## config.mk

```make
export PLATFORM = sky130hd
export DESIGN_NAME = clipped_color_key_blitter_top_flat
export DESIGN_NICKNAME = d
export VERILOG_FILES = /design/src/hdl/ccb_pkg.sv /design/src/hdl/ccb_if.sv /design/src/hdl/ccb_regs.sv /design/src/hdl/ccb_core.sv /design/src/hdl/clipped_color_key_blitter_top.sv /design/src/flat_wrapper.sv
export SDC_FILE = /design/constraint.sdc
export NUM_CORES = 1
export LEC_CHECK = 0
export BUFFER_PORTS_ARGS = -buffer_cell sky130_fd_sc_hd__buf_4
export CAP_MARGIN = 30
export CELL_PAD_IN_SITES_DETAIL_PLACEMENT = 0
export CELL_PAD_IN_SITES_GLOBAL_PLACEMENT = 1
export CORE_AREA = 5 5 148 150
export CTS_BUF_LIST = sky130_fd_sc_hd__clkbuf_4 sky130_fd_sc_hd__clkbuf_8
export CTS_CLUSTER_SIZE = 24
export DETAILED_ROUTE_END_ITERATION = 10
export DIE_AREA = 0 0 153 155
export PLACE_DENSITY_LB_ADDON = 0.1
export SYNTH_ARGS = -nofsm -noshare
export SYNTH_HDL_FRONTEND = slang
export SYNTH_HIERARCHICAL = 1
export SYNTH_SLANG_ARGS = --single-unit
```

## constraint.sdc

```tcl
create_clock -name clk -period 3.35 [get_ports clk]
set_input_delay 0.1675 -clock clk [delete_from_list [all_inputs] [get_ports clk]]
set_output_delay 0.1675 -clock clk [all_outputs]
set_load 0.01 [all_outputs]
```

## src/hdl/ccb_pkg.sv

```systemverilog
// ----------------------------------------------------------------------------
// ccb_pkg
// Shared codes, field widths and reset values of the clipped color-key blitter.
// ----------------------------------------------------------------------------
package ccb_pkg;

	localparam int ROW_W    = 7;
	localparam int COL_W    = 7;
	localparam int WCELLS_W = 6;
	localparam int HLINES_W = 8;
	localparam int COLOR_W  = 8;

	// command field
	localparam logic CMD_START = 1'b0;
	localparam logic CMD_PIXEL = 1'b1;

	// result kind field
	localparam logic KIND_WRITE  = 1'b0;
	localparam logic KIND_UPDATE = 1'b1;

	// configuration register indexes
	localparam int REG_IDX_W = 3;
	localparam logic [REG_IDX_W-1:0] REG_CLIP_LEFT      = 3'd0;
	localparam logic [REG_IDX_W-1:0] REG_CLIP_RIGHT     = 3'd1;
	localparam logic [REG_IDX_W-1:0] REG_CLIP_TOP       = 3'd2;
	localparam logic [REG_IDX_W-1:0] REG_CLIP_BOTTOM    = 3'd3;
	localparam logic [REG_IDX_W-1:0] REG_SKIP_COLOR     = 3'd4;
	localparam logic [REG_IDX_W-1:0] REG_RECOLOR_SOURCE = 3'd5;
	localparam logic [REG_IDX_W-1:0] REG_RECOLOR_TARGET = 3'd6;

	// reset values
	localparam int CLIP_LEFT_RST   = 0;
	localparam int CLIP_RIGHT_RST  = 320;
	localparam int CLIP_TOP_RST    = 0;
	localparam int CLIP_BOTTOM_RST = 200;
	localparam logic [COLOR_W-1:0] KEY_COLOR_RST = 8'd17;

	typedef struct packed {
		logic [COLOR_W-1:0] skip;
		logic [COLOR_W-1:0] recolor_src;
		logic [COLOR_W-1:0] recolor_dst;
	} key_cfg_t;

endpackage

```

## src/hdl/ccb_if.sv

```systemverilog
// ----------------------------------------------------------------------------
// ccb_in_if / ccb_out_if
// Valid/ready channels for source items and for blitter results.
// ----------------------------------------------------------------------------
interface ccb_in_if import ccb_pkg::*; ();
	logic                valid;
	logic                ready;
	logic                command;
	logic [ROW_W-1:0]    origin_row;
	logic [COL_W-1:0]    origin_col;
	logic [WCELLS_W-1:0] width_cells;
	logic [HLINES_W-1:0] height_lines;
	logic [COLOR_W-1:0]  color;
	logic                data_end;

	modport source (
		output valid, command, origin_row, origin_col, width_cells, height_lines,
			color, data_end,
		input  ready
	);
	modport sink (
		input  valid, command, origin_row, origin_col, width_cells, height_lines,
			color, data_end,
		output ready
	);
endinterface

interface ccb_out_if import ccb_pkg::*; #(
	parameter int COORD_BITS = 11
) ();
	logic                  valid;
	logic                  ready;
	logic                  kind;
	logic [COORD_BITS-1:0] pixel_x;
	logic [COORD_BITS-1:0] pixel_y;
	logic [COLOR_W-1:0]    pixel_color;
	logic                  last;

	modport source (
		output valid, kind, pixel_x, pixel_y, pixel_color, last,
		input  ready
	);
	modport sink (
		input  valid, kind, pixel_x, pixel_y, pixel_color, last,
		output ready
	);
endinterface

```

## src/hdl/ccb_regs.sv

```systemverilog
// ----------------------------------------------------------------------------
// ccb_regs
// Configuration register file: clip rectangle and color-key values.
// ----------------------------------------------------------------------------
module ccb_regs import ccb_pkg::*; #(
	parameter int COORD_BITS = 11
) (
	input  logic                  clk,
	input  logic                  arst_n,
	input  logic                  cfg_wen,
	input  logic [REG_IDX_W-1:0]  cfg_index,
	input  logic [COORD_BITS-1:0] cfg_wdata,
	output logic [COORD_BITS-1:0] clip_left,
	output logic [COORD_BITS-1:0] clip_right,
	output logic [COORD_BITS-1:0] clip_top,
	output logic [COORD_BITS-1:0] clip_bottom,
	output key_cfg_t              key_cfg
);

	logic [COORD_BITS-1:0] clip_left_q, clip_right_q, clip_top_q, clip_bottom_q;
	key_cfg_t              key_q;

	always_ff @(posedge clk or negedge arst_n) begin
		if (!arst_n) begin
			clip_left_q       <= COORD_BITS'(CLIP_LEFT_RST);
			clip_right_q      <= COORD_BITS'(CLIP_RIGHT_RST);
			clip_top_q        <= COORD_BITS'(CLIP_TOP_RST);
			clip_bottom_q     <= COORD_BITS'(CLIP_BOTTOM_RST);
			key_q.skip        <= KEY_COLOR_RST;
			key_q.recolor_src <= KEY_COLOR_RST;
			key_q.recolor_dst <= KEY_COLOR_RST;
		end else if (cfg_wen) begin
			unique case (cfg_index)
				REG_CLIP_LEFT:      clip_left_q       <= cfg_wdata;
				REG_CLIP_RIGHT:     clip_right_q      <= cfg_wdata;
				REG_CLIP_TOP:       clip_top_q        <= cfg_wdata;
				REG_CLIP_BOTTOM:    clip_bottom_q     <= cfg_wdata;
				REG_SKIP_COLOR:     key_q.skip        <= cfg_wdata[COLOR_W-1:0];
				REG_RECOLOR_SOURCE: key_q.recolor_src <= cfg_wdata[COLOR_W-1:0];
				REG_RECOLOR_TARGET: key_q.recolor_dst <= cfg_wdata[COLOR_W-1:0];
				default: begin
				end
			endcase
		end
	end

	assign clip_left   = clip_left_q;
	assign clip_right  = clip_right_q;
	assign clip_top    = clip_top_q;
	assign clip_bottom = clip_bottom_q;
	assign key_cfg     = key_q;

endmodule

```

## src/hdl/ccb_core.sv

```systemverilog
// ----------------------------------------------------------------------------
// ccb_core
// Input register, cursor and placement state, clip and color-key logic, and
// the result register with a held-over update marker.
// ----------------------------------------------------------------------------
module ccb_core import ccb_pkg::*; #(
	parameter int COORD_BITS  = 11,
	parameter int CELL_PIXELS = 8
) (
	input  logic                  clk,
	input  logic                  arst_n,
	input  logic [COORD_BITS-1:0] clip_left,
	input  logic [COORD_BITS-1:0] clip_right,
	input  logic [COORD_BITS-1:0] clip_top,
	input  logic [COORD_BITS-1:0] clip_bottom,
	input  key_cfg_t              key_cfg,
	ccb_in_if.sink                pix_in,
	ccb_out_if.source             res_out
);

	localparam int SUM_W = COORD_BITS + 8;

	// input register
	logic                  valid_s1;
	logic                  command_s1;
	logic [ROW_W-1:0]      row_s1;
	logic [COL_W-1:0]      col_s1;
	logic [WCELLS_W-1:0]   wcells_s1;
	logic [HLINES_W-1:0]   hlines_s1;
	logic [COLOR_W-1:0]    color_s1;
	logic                  data_end_s1;

	// picture state
	logic                  busy_q;
	logic [COORD_BITS-1:0] base_x_q, end_x_q, end_y_q, cursor_x_q, cursor_y_q;

	// result register and pending marker
	logic                  out_valid_q;
	logic                  kind_q;
	logic [COORD_BITS-1:0] px_q, py_q;
	logic [COLOR_W-1:0]    pcolor_q;
	logic                  last_q;
	logic                  mark_q;

	logic                  take, slot_free, go;

	// combinational results of the item in the input register
	logic [SUM_W-1:0]      base_full, top_full, endx_full, endy_full;
	logic [COORD_BITS-1:0] st_base, st_top, st_endx, st_endy;
	logic                  st_empty;
	logic [COORD_BITS-1:0] nx_step, ny_step, nx, ny;
	logic                  wrap_x, done, in_clip, wr;
	logic [COLOR_W-1:0]    wcolor;
	logic                  first_v, first_kind, first_last, second_v;

	assign take      = out_valid_q && res_out.ready;
	assign slot_free = (!out_valid_q || res_out.ready) && !mark_q;
	assign go        = valid_s1 && slot_free;
	assign pix_in.ready = !valid_s1 || go;

	always_comb begin
		base_full = SUM_W'(col_s1) * SUM_W'(CELL_PIXELS);
		top_full  = SUM_W'(row_s1) * SUM_W'(CELL_PIXELS);
		st_base   = base_full[COORD_BITS-1:0];
		st_top    = top_full[COORD_BITS-1:0];
		endx_full = SUM_W'(st_base) + SUM_W'(wcells_s1) * SUM_W'(CELL_PIXELS);
		endy_full = SUM_W'(st_top) + SUM_W'(hlines_s1);
		st_endx   = endx_full[COORD_BITS-1:0];
		st_endy   = endy_full[COORD_BITS-1:0];
		st_empty  = (wcells_s1 == '0) || (hlines_s1 == '0);

		nx_step = cursor_x_q + COORD_BITS'(1);
		ny_step = cursor_y_q + COORD_BITS'(1);
		wrap_x  = (nx_step == end_x_q);
		nx      = wrap_x ? base_x_q : nx_step;
		ny      = wrap_x ? ny_step : cursor_y_q;
		done    = data_end_s1 || (wrap_x && (ny_step == end_y_q));
		in_clip = (cursor_x_q >= clip_left) && (cursor_x_q < clip_right) &&
			(cursor_y_q >= clip_top) && (cursor_y_q < clip_bottom);
		wr      = in_clip && (color_s1 != key_cfg.skip);
		wcolor  = (color_s1 == key_cfg.recolor_src) ? key_cfg.recolor_dst : color_s1;

		first_v    = 1'b0;
		first_kind = KIND_UPDATE;
		first_last = 1'b1;
		second_v   = 1'b0;
		if (command_s1 == CMD_START) begin
			first_v = st_empty;
		end else if (busy_q) begin
			if (wr) begin
				first_v    = 1'b1;
				first_kind = KIND_WRITE;
				first_last = !done;
				second_v   = done;
			end else begin
				first_v = done;
			end
		end
	end

	always_ff @(posedge clk) begin
		if (pix_in.valid && pix_in.ready) begin
			command_s1  <= pix_in.command;
			row_s1      <= pix_in.origin_row;
			col_s1      <= pix_in.origin_col;
			wcells_s1   <= pix_in.width_cells;
			hlines_s1   <= pix_in.height_lines;
			color_s1    <= pix_in.color;
			data_end_s1 <= pix_in.data_end;
		end
	end

	always_ff @(posedge clk or negedge arst_n) begin
		if (!arst_n) begin
			valid_s1 <= 1'b0;
		end else if (pix_in.ready) begin
			valid_s1 <= pix_in.valid;
		end
	end

	always_ff @(posedge clk or negedge arst_n) begin
		if (!arst_n) begin
			busy_q     <= 1'b0;
			base_x_q   <= '0;
			end_x_q    <= '0;
			end_y_q    <= '0;
			cursor_x_q <= '0;
			cursor_y_q <= '0;
		end else if (go) begin
			if (command_s1 == CMD_START) begin
				busy_q     <= !st_empty;
				base_x_q   <= st_base;
				end_x_q    <= st_endx;
				end_y_q    <= st_endy;
				cursor_x_q <= st_base;
				cursor_y_q <= st_top;
			end else if (busy_q) begin
				busy_q     <= !done;
				cursor_x_q <= nx;
				cursor_y_q <= ny;
			end
		end
	end

	always_ff @(posedge clk or negedge arst_n) begin
		if (!arst_n) begin
			out_valid_q <= 1'b0;
			mark_q      <= 1'b0;
		end else if (take && mark_q) begin
			out_valid_q <= 1'b1;
			mark_q      <= 1'b0;
		end else if (go && first_v) begin
			out_valid_q <= 1'b1;
			mark_q      <= second_v;
		end else if (take) begin
			out_valid_q <= 1'b0;
		end
	end

	always_ff @(posedge clk) begin
		if (take && mark_q) begin
			kind_q   <= KIND_UPDATE;
			px_q     <= '0;
			py_q     <= '0;
			pcolor_q <= '0;
			last_q   <= 1'b1;
		end else if (go && first_v) begin
			kind_q   <= first_kind;
			px_q     <= (first_kind == KIND_WRITE) ? cursor_x_q : '0;
			py_q     <= (first_kind == KIND_WRITE) ? cursor_y_q : '0;
			pcolor_q <= (first_kind == KIND_WRITE) ? wcolor : '0;
			last_q   <= first_last;
		end
	end

	assign res_out.valid       = out_valid_q;
	assign res_out.kind        = kind_q;
	assign res_out.pixel_x     = px_q;
	assign res_out.pixel_y     = py_q;
	assign res_out.pixel_color = pcolor_q;
	assign res_out.last        = last_q;

endmodule

```

## src/hdl/clipped_color_key_blitter_top.sv

```systemverilog
// ----------------------------------------------------------------------------
// clipped_color_key_blitter_top
// Picture blitter with clip rectangle, transparent color and one recolor.
// ----------------------------------------------------------------------------
// A start beat places a picture (origin in cells of CELL_PIXELS, width in
// cells, height in lines); each following pixel beat steps the cursor in
// raster order and yields a pixel write when it lies in the clip rectangle
// and is not the skip color. After the last pixel, or a pixel flagged
// data_end, one update marker follows with last set. Each source beat is
// taken into an input register and its results go on to the output register
// when that register is free, so one source beat is taken per cycle while
// results are drained. A beat that yields both a write and the marker holds
// the single output register for two beats, so the next source beat waits
// until the write has been taken. Configuration is written through the plain
// write port and must not change while a picture is being processed.
// ----------------------------------------------------------------------------
module clipped_color_key_blitter_top import ccb_pkg::*; #(
	parameter int COORD_BITS  = 11,
	parameter int CELL_PIXELS = 8
) (
	input  logic                  clk,
	input  logic                  arst_n,
	input  logic                  cfg_wen,
	input  logic [REG_IDX_W-1:0]  cfg_index,
	input  logic [COORD_BITS-1:0] cfg_wdata,
	ccb_in_if.sink                pix_in,
	ccb_out_if.source             res_out
);

	logic [COORD_BITS-1:0] clip_left, clip_right, clip_top, clip_bottom;
	key_cfg_t              key_cfg;

	ccb_regs #(
		.COORD_BITS (COORD_BITS)
	) u_regs (
		.clk         (clk),
		.arst_n      (arst_n),
		.cfg_wen     (cfg_wen),
		.cfg_index   (cfg_index),
		.cfg_wdata   (cfg_wdata),
		.clip_left   (clip_left),
		.clip_right  (clip_right),
		.clip_top    (clip_top),
		.clip_bottom (clip_bottom),
		.key_cfg     (key_cfg)
	);

	ccb_core #(
		.COORD_BITS  (COORD_BITS),
		.CELL_PIXELS (CELL_PIXELS)
	) u_core (
		.clk         (clk),
		.arst_n      (arst_n),
		.clip_left   (clip_left),
		.clip_right  (clip_right),
		.clip_top    (clip_top),
		.clip_bottom (clip_bottom),
		.key_cfg     (key_cfg),
		.pix_in      (pix_in),
		.res_out     (res_out)
	);

endmodule

```

## src/flat_wrapper.sv

```systemverilog
// flat-port wrapper written by rule: the top's interface ports become plain ports
module clipped_color_key_blitter_top_flat import ccb_pkg::*;
#(
	parameter int COORD_BITS  = 11,
	parameter int CELL_PIXELS = 8
)
  (clk, arst_n, cfg_wen, cfg_index, cfg_wdata, pix_in_valid, pix_in_command, pix_in_origin_row, pix_in_origin_col, pix_in_width_cells, pix_in_height_lines, pix_in_color, pix_in_data_end, pix_in_ready, res_out_valid, res_out_kind, res_out_pixel_x, res_out_pixel_y, res_out_pixel_color, res_out_last, res_out_ready);
  ccb_in_if pix_in_i ();
  ccb_out_if #(.COORD_BITS(COORD_BITS)) res_out_i ();
  input  logic clk;
  input  logic arst_n;
  input  logic cfg_wen;
  input  logic [REG_IDX_W-1:0] cfg_index;
  input  logic [COORD_BITS-1:0] cfg_wdata;
  input wire logic [$bits(pix_in_i.valid)-1:0] pix_in_valid;
  input wire logic [$bits(pix_in_i.command)-1:0] pix_in_command;
  input wire logic [$bits(pix_in_i.origin_row)-1:0] pix_in_origin_row;
  input wire logic [$bits(pix_in_i.origin_col)-1:0] pix_in_origin_col;
  input wire logic [$bits(pix_in_i.width_cells)-1:0] pix_in_width_cells;
  input wire logic [$bits(pix_in_i.height_lines)-1:0] pix_in_height_lines;
  input wire logic [$bits(pix_in_i.color)-1:0] pix_in_color;
  input wire logic [$bits(pix_in_i.data_end)-1:0] pix_in_data_end;
  output wire logic [$bits(pix_in_i.ready)-1:0] pix_in_ready;
  output wire logic [$bits(res_out_i.valid)-1:0] res_out_valid;
  output wire logic [$bits(res_out_i.kind)-1:0] res_out_kind;
  output wire logic [$bits(res_out_i.pixel_x)-1:0] res_out_pixel_x;
  output wire logic [$bits(res_out_i.pixel_y)-1:0] res_out_pixel_y;
  output wire logic [$bits(res_out_i.pixel_color)-1:0] res_out_pixel_color;
  output wire logic [$bits(res_out_i.last)-1:0] res_out_last;
  input wire logic [$bits(res_out_i.ready)-1:0] res_out_ready;
  assign pix_in_i.valid = pix_in_valid;
  assign pix_in_i.command = pix_in_command;
  assign pix_in_i.origin_row = pix_in_origin_row;
  assign pix_in_i.origin_col = pix_in_origin_col;
  assign pix_in_i.width_cells = pix_in_width_cells;
  assign pix_in_i.height_lines = pix_in_height_lines;
  assign pix_in_i.color = pix_in_color;
  assign pix_in_i.data_end = pix_in_data_end;
  assign pix_in_ready = pix_in_i.ready;
  assign res_out_valid = res_out_i.valid;
  assign res_out_kind = res_out_i.kind;
  assign res_out_pixel_x = res_out_i.pixel_x;
  assign res_out_pixel_y = res_out_i.pixel_y;
  assign res_out_pixel_color = res_out_i.pixel_color;
  assign res_out_last = res_out_i.last;
  assign res_out_i.ready = res_out_ready;
  clipped_color_key_blitter_top #(.COORD_BITS(COORD_BITS), .CELL_PIXELS(CELL_PIXELS)) u_core (.clk(clk), .arst_n(arst_n), .cfg_wen(cfg_wen), .cfg_index(cfg_index), .cfg_wdata(cfg_wdata), .pix_in(pix_in_i), .res_out(res_out_i));
endmodule
```

==> flow_summary.json <==
{
  "critPathBufInv": 2,
  "drt_wl_total_um": 25300,
  "crit_path_max_fanout": 16,
  "p_total_mw": 8.16,
  "cp_slowest_cell": "or4_1",
  "synth_seq_area_share_pct": 49.1,
  "dp_hpwl_um": 18400,
  "grt_antenna_before_repair": 0,
  "cts-root-buf": "clkbuf_8",
  "hold_path_class": "primary input to asynchronous set/reset pin",
  "path_common_cell": "buf_4",
  "final_layout_size_suffix_gt1_share_pct": 24.2,
  "final_area_um2": 11700,
  "grt_first_pass_wirelength_um": 41000,
  "setup_viol": 0,
  "start_kind": "register",
  "drc": 0,
  "tns_ns": 0,
  "hold_slack_ns": 0.0279,
  "fin_cells": 1307,
  "dpl.cell_count": 1229,
  "synthAdderAreaFrac_pct": 7.45,
  "crit_type": "register to register",
  "dieArea_um2": 23700,
  "dpl_cell_area_um2": 10800,
  "synthXorXnorAreaFrac_pct": 4.82,
  "tritoncts": "done",
  "crit_required_ns": 3.69,
  "synthMuxAreaShare_pct": 10.2,
  "crit_chain": "xor3_1, a311oi_2, nand2_1, or4_1, nor4_4, buf_4, buf_4, a21oi_1, o21ai_0",
  "viasPerCell": 5.49,
  "synthCells": 880,
  "first_iter_violations": 417,
  "setup_slack_ns": 0.262,
  "boundaryPins": 91,
  "rsz0062_at_grt": "no",
  "synth_top_family_by_area": "compound AO/OA/AOI/OAI gates",
  "ys.flop_type": "dfrtp_1",
  "outcome": "completed",
  "synth_compound_area_share_pct": 12.5,
  "rows": 53,
  "final_net_count": 1133,
  "synth.distinct_cells": 71,
  "path_delay_family": "simple AND/OR/NAND/NOR gates",
  "worst_pin_slew_ns": 0.875,
  "place_ws_ns": 0.196,
  "track_usage_pct": 21.8,
  "postCtsSetupBuffers": 0,
  "grt_pass1_vias": 7514,
  "grt_max_degree": 70,
  "gp_congestion": 0.858,
  "async_flop_share_pct": 63.2,
  "core_area_um2": 20600,
  "worstPathArrival_ns": 3.43,
  "antennaDiodeCount": 0,
  "insertion_delay_ns": 0.47,
  "avgSynthCellArea_um2": 11.1,
  "powerDensity_nw_per_um2": 700,
  "die_w_um": 153,
  "crit_path_max_incr_delay_ns": 0.56,
  "timing_max_transition_violations_final": 0,
  "max_freq_mhz": 324,
  "htreeDepth": 4,
  "end_kind": "register",
  "clk_path_buf_depth": 2,
  "dr_total_vias": 7176,
  "initial_core_util_pct": 47.5,
  "relSlewSlack_pct": 41.6,
  "final_common_cell": "buf_4",
  "finalCoreUtilization_pct": 56.7,
  "synth_enable_flop_cells": 38,
  "period_needed_ns": 3.09,
  "cellLeakagePower_nw": 5.10,
  "synth-simple-area-share_pct": 11.3,
  "wl_per_cell_um": 19.4,
  "cts_sinks": 190,
  "antenna_left": 0,
  "cts_inserted_buffers": 17,
  "fin_crit_sh_pct": 92.2,
  "portBuffers": 90,
  "area_growth_pct": 19.4,
  "maxCapViolations": 0,
  "largest_register_ffs": 24,
  "syn_nets": 994,
  "synth_seq_cells": 190,
  "die_h_um": 155,
  "clock_skew_ns": 0.0155,
  "path_clk_slew_ns": 0.10,
  "peakVddDrop_mv": 0.453,
  "overflow": 0,
  "final_cell_mix": "buf_4 (115), dfrtp_1 (108), nand2_1 (87)",
  "hold_viol": 0,
  "syn-cell-area_um2": 9770,
  "ys.warnings.count": 6,
  "dr.pass1.iters": 7
}
## cell type report
cell class | instances | area, um^2
Clock buffer | 19 | 249
Clock inverter | 13 | 129
Fill cell | 1725 | 8900
Inverter | 60 | 225
Multi-Input combinational cell | 588 | 4540
Sequential cell | 190 | 4800
Tap cell | 275 | 344
Timing Repair Buffer | 162 | 1370
## synth_stat cells (10+ instances only)
| library cell | instances | share of area [%] |
|---|---|---|
| nand2b_1 | 11 | 0.70 |
| a21oi_1 | 44 | 2.3 |
| mux2_4 | 21 | 3.2 |
| inv_1 | 60 | 2.3 |
| xnor2_1 | 41 | 3.7 |
| nor2_1 | 24 | 0.92 |
| ha_1 | 55 | 7.0 |
| dfstp_2 | 11 | 3.0 |
| nand2_1 | 87 | 3.3 |
| a32o_1 | 16 | 1.6 |
| mux2_2 | 50 | 5.8 |
| edfxtp_1 | 38 | 12 |
| mux2i_1 | 12 | 1.2 |
| dfxtp_1 | 32 | 6.6 |
| xor2_1 | 10 | 0.90 |
| o21ai_0 | 46 | 2.4 |
| nand3_1 | 17 | 0.87 |
| clkbuf_1 | 26 | 1.0 |
| dfrtp_1 | 109 | 28 |
| nand4_1 | 15 | 0.96 |
| o22ai_1 | 22 | 1.4 |
## what timing repair did
| item | 4_1_cts | 5_1_grt |
|---|---|---|
| endpoints found under the hold margin | 109 | 0 |
| hold buffers | 44 | 0 |
| setup endpoints to repair | 0 | 19 |
| gates resized for setup | 0 | 2 |
## kinds of logic after synthesis
family	after synthesis
AOI/OAI and AO/OA	185
xor gates and xnor gates	52
adders and majority gates	57
buffers and inverters	102
DFF	190
muxes	83
and+or+nand+nor	211
## report_power, final
group	switching (mW)	internal [mW]	total, mW
Combinational	1.65	1.43	3.08
Clock	0.887	0.625	1.51
Sequential	0.596	2.97	3.57
## routing by layer
metal	share of wire [%]	GRT usage, %
met3	3.6	3.34
met5	0	0
met1	46	29.1
met2	49	37.0
met4	2.2	6.66
## final timing paths
check,startpoint,to,slack (ns),cells after the start
worst max-delay path,u_core/u_core/cursor_x_q[3],u_core/u_core/cursor_x_q[6],0.26,9
worst min-delay path,arst_n,u_core/u_regs/key_cfg[18],0.03,2
worst max register to register,u_core/u_core/cursor_x_q[3],u_core/u_core/cursor_x_q[6],0.26,9
worst min register to register,u_core/u_core/res_out.kind,u_core/u_core/res_out.kind,0.47,2
max in group asynchronous,arst_n,u_core/u_core/cursor_x_q[5],2.46,4
min in group clk,cfg_wdata[0],u_core/u_regs/key_cfg[16],0.03,2
Power figures use the tool's default switching activity.
